## config.mk

```make
export PLATFORM = sky130hd
export DESIGN_NAME = lrs_div
export DESIGN_NICKNAME = d
export VERILOG_FILES = /design/src/rtl/lrs_div.sv
export SDC_FILE = /design/constraint.sdc
export NUM_CORES = 1
export LEC_CHECK = 0
export BUFFER_PORTS_ARGS = -buffer_cell sky130_fd_sc_hd__buf_2
export CORE_ASPECT_RATIO = 1.75
export CORE_UTILIZATION = 55
export DETAILED_ROUTE_END_ITERATION = 10
export GPL_ROUTABILITY_DRIVEN = 0
export MAX_ROUTING_LAYER = met4
export PLACE_DENSITY = 0.74
export SLEW_MARGIN = 20
export SYNTH_ARGS = -nofsm -noshare
export SYNTH_HDL_FRONTEND = slang
export SYNTH_SLANG_ARGS = --single-unit
```

## constraint.sdc

```tcl
create_clock -name clk -period 3.5 [get_ports clk]
set_input_delay 0.525 -clock clk [delete_from_list [all_inputs] [get_ports clk]]
set_output_delay 0.525 -clock clk [all_outputs]
set_load 0.05 [all_outputs]
```

## src/rtl/lrs_div.sv

```systemverilog
// Pipelined restoring divider, one quotient bit per register stage.
// A new request every cycle. No dependencies.
module lrs_div #(
	parameter int NUM_W = 16,
	parameter int DEN_W = 16
) (
	input  logic             clk,
	input  logic [NUM_W-1:0] num,
	input  logic [DEN_W-1:0] den,
	output logic [NUM_W-1:0] quo,
	output logic [DEN_W-1:0] rem
);

	logic [DEN_W-1:0] rem_s [NUM_W];
	logic [NUM_W-1:0] nq_s  [NUM_W];
	logic [DEN_W-1:0] den_s [NUM_W-1];

	for (genvar i = 0; i < NUM_W; i++) begin : g_stage
		logic [DEN_W-1:0] r_in;
		logic [NUM_W-1:0] n_in;
		logic [DEN_W-1:0] d_in;
		logic [DEN_W:0]   t;
		logic             ge;

		if (i == 0) begin : g_first
			assign r_in = '0;
			assign n_in = num;
			assign d_in = den;
		end else begin : g_next
			assign r_in = rem_s[i-1];
			assign n_in = nq_s[i-1];
			assign d_in = den_s[i-1];
		end

		// shift in the next numerator bit, subtract when it fits
		assign t  = {r_in, n_in[NUM_W-1]};
		assign ge = (t >= {1'b0, d_in});

		always_ff @(posedge clk) begin
			rem_s[i] <= ge ? DEN_W'(t - {1'b0, d_in}) : t[DEN_W-1:0];
			nq_s[i]  <= {n_in[NUM_W-2:0], ge};
		end

		if (i < NUM_W - 1) begin : g_den
			always_ff @(posedge clk) begin
				den_s[i] <= d_in;
			end
		end
	end

	assign quo = nq_s[NUM_W-1];
	assign rem = rem_s[NUM_W-1];

endmodule

```

==> metrics.sh <==
CRIT_REQUIRED_PS=3980
CELL_TAKING_THE_MOST_AREA_AFTER_SYNTHESIS='sky130_fd_sc_hd__dfxtp_1'
SYN_NETS=3086
CTS_BUFFERS=68
CP.ARRIVAL_PS=3820
CLOCK_TREE.BUFFER_DEPTH=3
TRITONCTS='built'
IR_WORST_VDD_mV=0.485
FINAL_WORST_PATH_CYCLE_SHARE=0.954
FIN_SKEW_PS=29.0
MAXSLEWVIOLCOUNT=0
DIEHEIGHT_UM=308
FINAL-SETUP-VIOL-COUNT=0
CAP_VIOLATIONS=0
POWER.TOTAL_mW=23.3
POSTROUTEWIRELENGTH_UM=61300
DPL.HPWL_UM=48000
WORST-SETUP-PATH-TYPE='reg2reg'
INITIAL_UTILIZATION=0.559
YOSYS.AREA_SHARE.XOR_XNOR=0.0482
FLOORPLAN.ROWS=111
UNREPAIRED_SETUP_ENDPOINTS_AFTER_GLOBAL_ROUTING='false'
SLEW_HEADROOM=0.327
FIN_NETS=3220
SYNTH.DISTINCT_CELLS=72
SYNTH.YOSYS.SEQ_AREA_SHARE=0.512
DESIGN.CORE.AREA_UM2=52600
HOLD_VIOLATIONS=0
AREA.GROWTH.SYNTH_TO_FINAL_PCT=12.0
POST_SYNTH_AND_OR_NAND_NOR_AREA_FRACTION=0.0818
DIODE_COUNT=0
WORST_MARGIN_SLEW_PS=1010
GRT_ANTENNA_BEFORE_REPAIR=0
WORST_SKEW_PAIR.LATE_LATENCY_PS=600
FLOORPLAN.IO_PINS=65
GLOBALROUTE.TOTALOVERFLOW=0
P_LEAK_nW=15.3
SYNTH-COMPOUND-AREA-SHARE=0.138
INITIALDRTVIOLATIONCOUNT=691
SYNTH_EDF_COUNT=0
LAYOUT-DRIVE-GT1-SHARE=0.125
TIMING.CRITICAL_PATH.MAX_DELAY_FAMILY='compound AO/OA/AOI/OAI gates'
CRIT_PATH_START_KIND='flop'
MAXIMUM_NUMBER_OF_PINS_ON_ONE_NET_BEFORE_GLOBAL_ROUTE_REPAIR=29
VIAS_PER_CELL=5.51
POST-ROUTE-DRC-COUNT=0
FP.DIEW_UM=177
SYNTHESIS.INSTANCES=2796
FLOORPLAN.DIE_AREA_UM2=54500
LAYOUT_COMMON_CELLS='sky130_fd_sc_hd__dfxtp_1 (752), sky130_fd_sc_hd__inv_1 (298), sky130_fd_sc_hd__ha_1 (242)'
YS_SEQ_ELEMENTS=752
PORTBUFFERS=64
LAYOUT.CELLS.NON_FILLER=3653
MASTER_OF_THE_SLOWEST_INSTANCE_ON_THE_CRITICAL_PATH='sky130_fd_sc_hd__a211oi_2'
STATUS='finished clean'
CTS_MAX_LEVEL=3
DRTANTENNAVIOLNETS=0
GRT_FIRST_PASS_WIRELENGTH_UM=97200
SHORTEST_PERIOD_THE_WORST_PATH_ALLOWS_PS=3340
LARGEST_FAMILY_OF_LOGIC_CELLS_BY_SYNTHESIZED_AREA='compound AO/OA/AOI/OAI gates'
SYNTH_TOP_AREA_FRAC=0.512
CTS_SETUP_BUFFERS=0
POST_DRT_WL_PER_CELL_UM=16.8
YOSYS_MOST_USED_DFF='sky130_fd_sc_hd__dfxtp_1'
SYNTH_AREA_PER_CELL_UM2=10.5
P_PER_AREA_nW_PER_UM2=708
SYNTHESIS.YOSYS.WARNINGS=0
SYN-CELL-AREA_UM2=29400
VIA_COUNT=20135
GLOBAL_ROUTE.USAGE.TOTAL=0.234
CP_CELL_SEQUENCE='inv_1 -> ha_1 -> nor2b_4 -> o31a_1 -> o41ai_4 -> o21bai_2 -> a211oi_2 -> a21oi_2 -> a2111oi_4 -> buf_12 -> mux2_2'
REG2REG_SLACK_PS=160
CRITICAL_PATH.ENDPOINT_TYPE='flop'
CTS_ROOT_BUFFER='sky130_fd_sc_hd__clkbuf_16'
FIRST_GLOBAL_VIAS=21487
PATH_CLK_SLEW_PS=60
CP_NUM_BUF_INV=2
LARGEST_DRIVER_FANOUT_ON_THE_CRITICAL_PATH=17
SYNTH_FA_HA_AREA_FRAC=0.113
CLOCK-SINKS=752
WORSTHOLDPATHTYPE='in2reg'
MOST_COMMON_LIBRARY_CELL_IN_THE_LAYOUT_IGNORING_FILL_AND_TAPS='sky130_fd_sc_hd__dfxtp_1'
DRT_FIRST_PASS_ITERS=4
POST_SYNTH_MAIN_AREA_CONTRIBUTORS='sky130_fd_sc_hd__dfxtp_1 (51%), sky130_fd_sc_hd__ha_1 (10%), sky130_fd_sc_hd__mux2_2 (5.5%)'
MULTIPLEXER_AREA_FRACTION_AFTER_SYNTHESIS=0.0641
CRITPATHMAXSTAGEDELAY_PS=420
MAXCLOCKFREQUENCY_MHz=300
PLACEDCELLCOUNT=3534
FINALCOREUTILIZATION=0.626
SYNTH-ASYNC-RESET-RATIO=0
repair_timing:
action	CTS	global route
hold buffers	3	0
endpoints found under the hold margin	3	0
gates resized for setup	1	2
setup endpoints to repair	10	15
metrics by stage:
step                      TNS (ps)  setup slack [ps]  hold WS [ps]  instance area, um^2
after floorplan                  0               422           310                29400
after detailed placement     -32.0             -31.8           312                30700
after global routing             0              23.4          6.53                33000
after global placement           0               158           309                30700
after CTS                        0               106          2.94                32900
final                            0               162          21.8                33000
worst register-to-register path, delay by kind of cell (launching register included):
kind	cells	cell delay [ps]
adders and majority gates	1	300
and+or+nand+nor	1	140
buffers and inverters	2	270
muxes	1	360
AOI/OAI and AO/OA	6	1790
DFF	1	370
state kept, by name, summed over array words and instances (netlist names):
| name | flops |
|---|---|
| den_s | 240 |
| nq_s | 256 |
| rem_s | 256 |
layout make-up:
cell class	instances	area, um^2
Clock inverter	25	258
Multi-Input combinational cell	1714	13200
Tap cell	678	848
Sequential cell	752	15100
Fill cell	4136	19700
Clock buffer	90	1910
Inverter	298	1120
Timing Repair Buffer	96	606
worst paths after layout:
| path | end | from | depth (start not counted) |
|---|---|---|---|
| hold reg to reg | nq_s[1][15] | nq_s[0][126] | 0 |
| setup / recovery | rem_s[1][70] | den_s[1][49] | 11 |
| setup reg to reg | rem_s[1][70] | den_s[1][49] | 11 |
| hold / removal | nq_s[0][15] | num[14] | 1 |
synthesized netlist by cell type, types with 6 or more instances:
cell and instances:
sky130_fd_sc_hd__inv_1 298, sky130_fd_sc_hd__clkbuf_1 19, sky130_fd_sc_hd__a2111oi_0 7, sky130_fd_sc_hd__xor2_1 67, sky130_fd_sc_hd__o21bai_1 16, sky130_fd_sc_hd__a211oi_1 16, sky130_fd_sc_hd__nor2b_1 32, sky130_fd_sc_hd__o41ai_1 6
sky130_fd_sc_hd__a31o_2 7, sky130_fd_sc_hd__xnor2_1 95, sky130_fd_sc_hd__mux2i_1 23, sky130_fd_sc_hd__o21a_1 57, sky130_fd_sc_hd__and2_1 7, sky130_fd_sc_hd__or3_1 16, sky130_fd_sc_hd__nand4_1 28, sky130_fd_sc_hd__o21ai_0 133
sky130_fd_sc_hd__o211ai_1 9, sky130_fd_sc_hd__dfxtp_1 752, sky130_fd_sc_hd__nor2_1 174, sky130_fd_sc_hd__or2_2 6, sky130_fd_sc_hd__nor4_1 17, sky130_fd_sc_hd__fa_1 15, sky130_fd_sc_hd__o2111ai_1 6, sky130_fd_sc_hd__buf_2 7
sky130_fd_sc_hd__o31a_1 39, sky130_fd_sc_hd__a21o_1 52, sky130_fd_sc_hd__and3_1 11, sky130_fd_sc_hd__nand2_1 102, sky130_fd_sc_hd__ha_1 242, sky130_fd_sc_hd__nand3_1 32, sky130_fd_sc_hd__nand2b_1 27, sky130_fd_sc_hd__a211o_1 7
sky130_fd_sc_hd__a21oi_1 178, sky130_fd_sc_hd__a21boi_0 12, sky130_fd_sc_hd__nor3_1 41, sky130_fd_sc_hd__mux2_2 144, sky130_fd_sc_hd__a31oi_1 12, sky130_fd_sc_hd__o31ai_1 11
layer usage:
| metal | track usage | wire length (um) |
|---|---|---|
| met4 | 0.217 | 5900 |
| met5 | - | 0 |
| met2 | 0.490 | 36600 |
| met3 | 0.0345 | 1850 |
| met1 | 0.146 | 17000 |
power breakdown:
part           leakage (nW)  switching (mW)  internal [mW]
logic                  7.95            3.51           2.73
registers              6.25           0.406           9.48
clock network          1.05            3.15           4.07
kinds of logic (layout without fill, tap and decap cells):
group | after synthesis | after routing
flip-flops | 752 | 752
AO/OA/AOI/OAI | 620 | 620
AND/OR/NAND/NOR | 505 | 505
buffers and inverters | 330 | 509
adder cells (fa/ha/maj) | 257 | 257
multiplexers | 170 | 170
XOR/XNOR | 162 | 162
No activity file was read; power rests on OpenSTA's default activity.
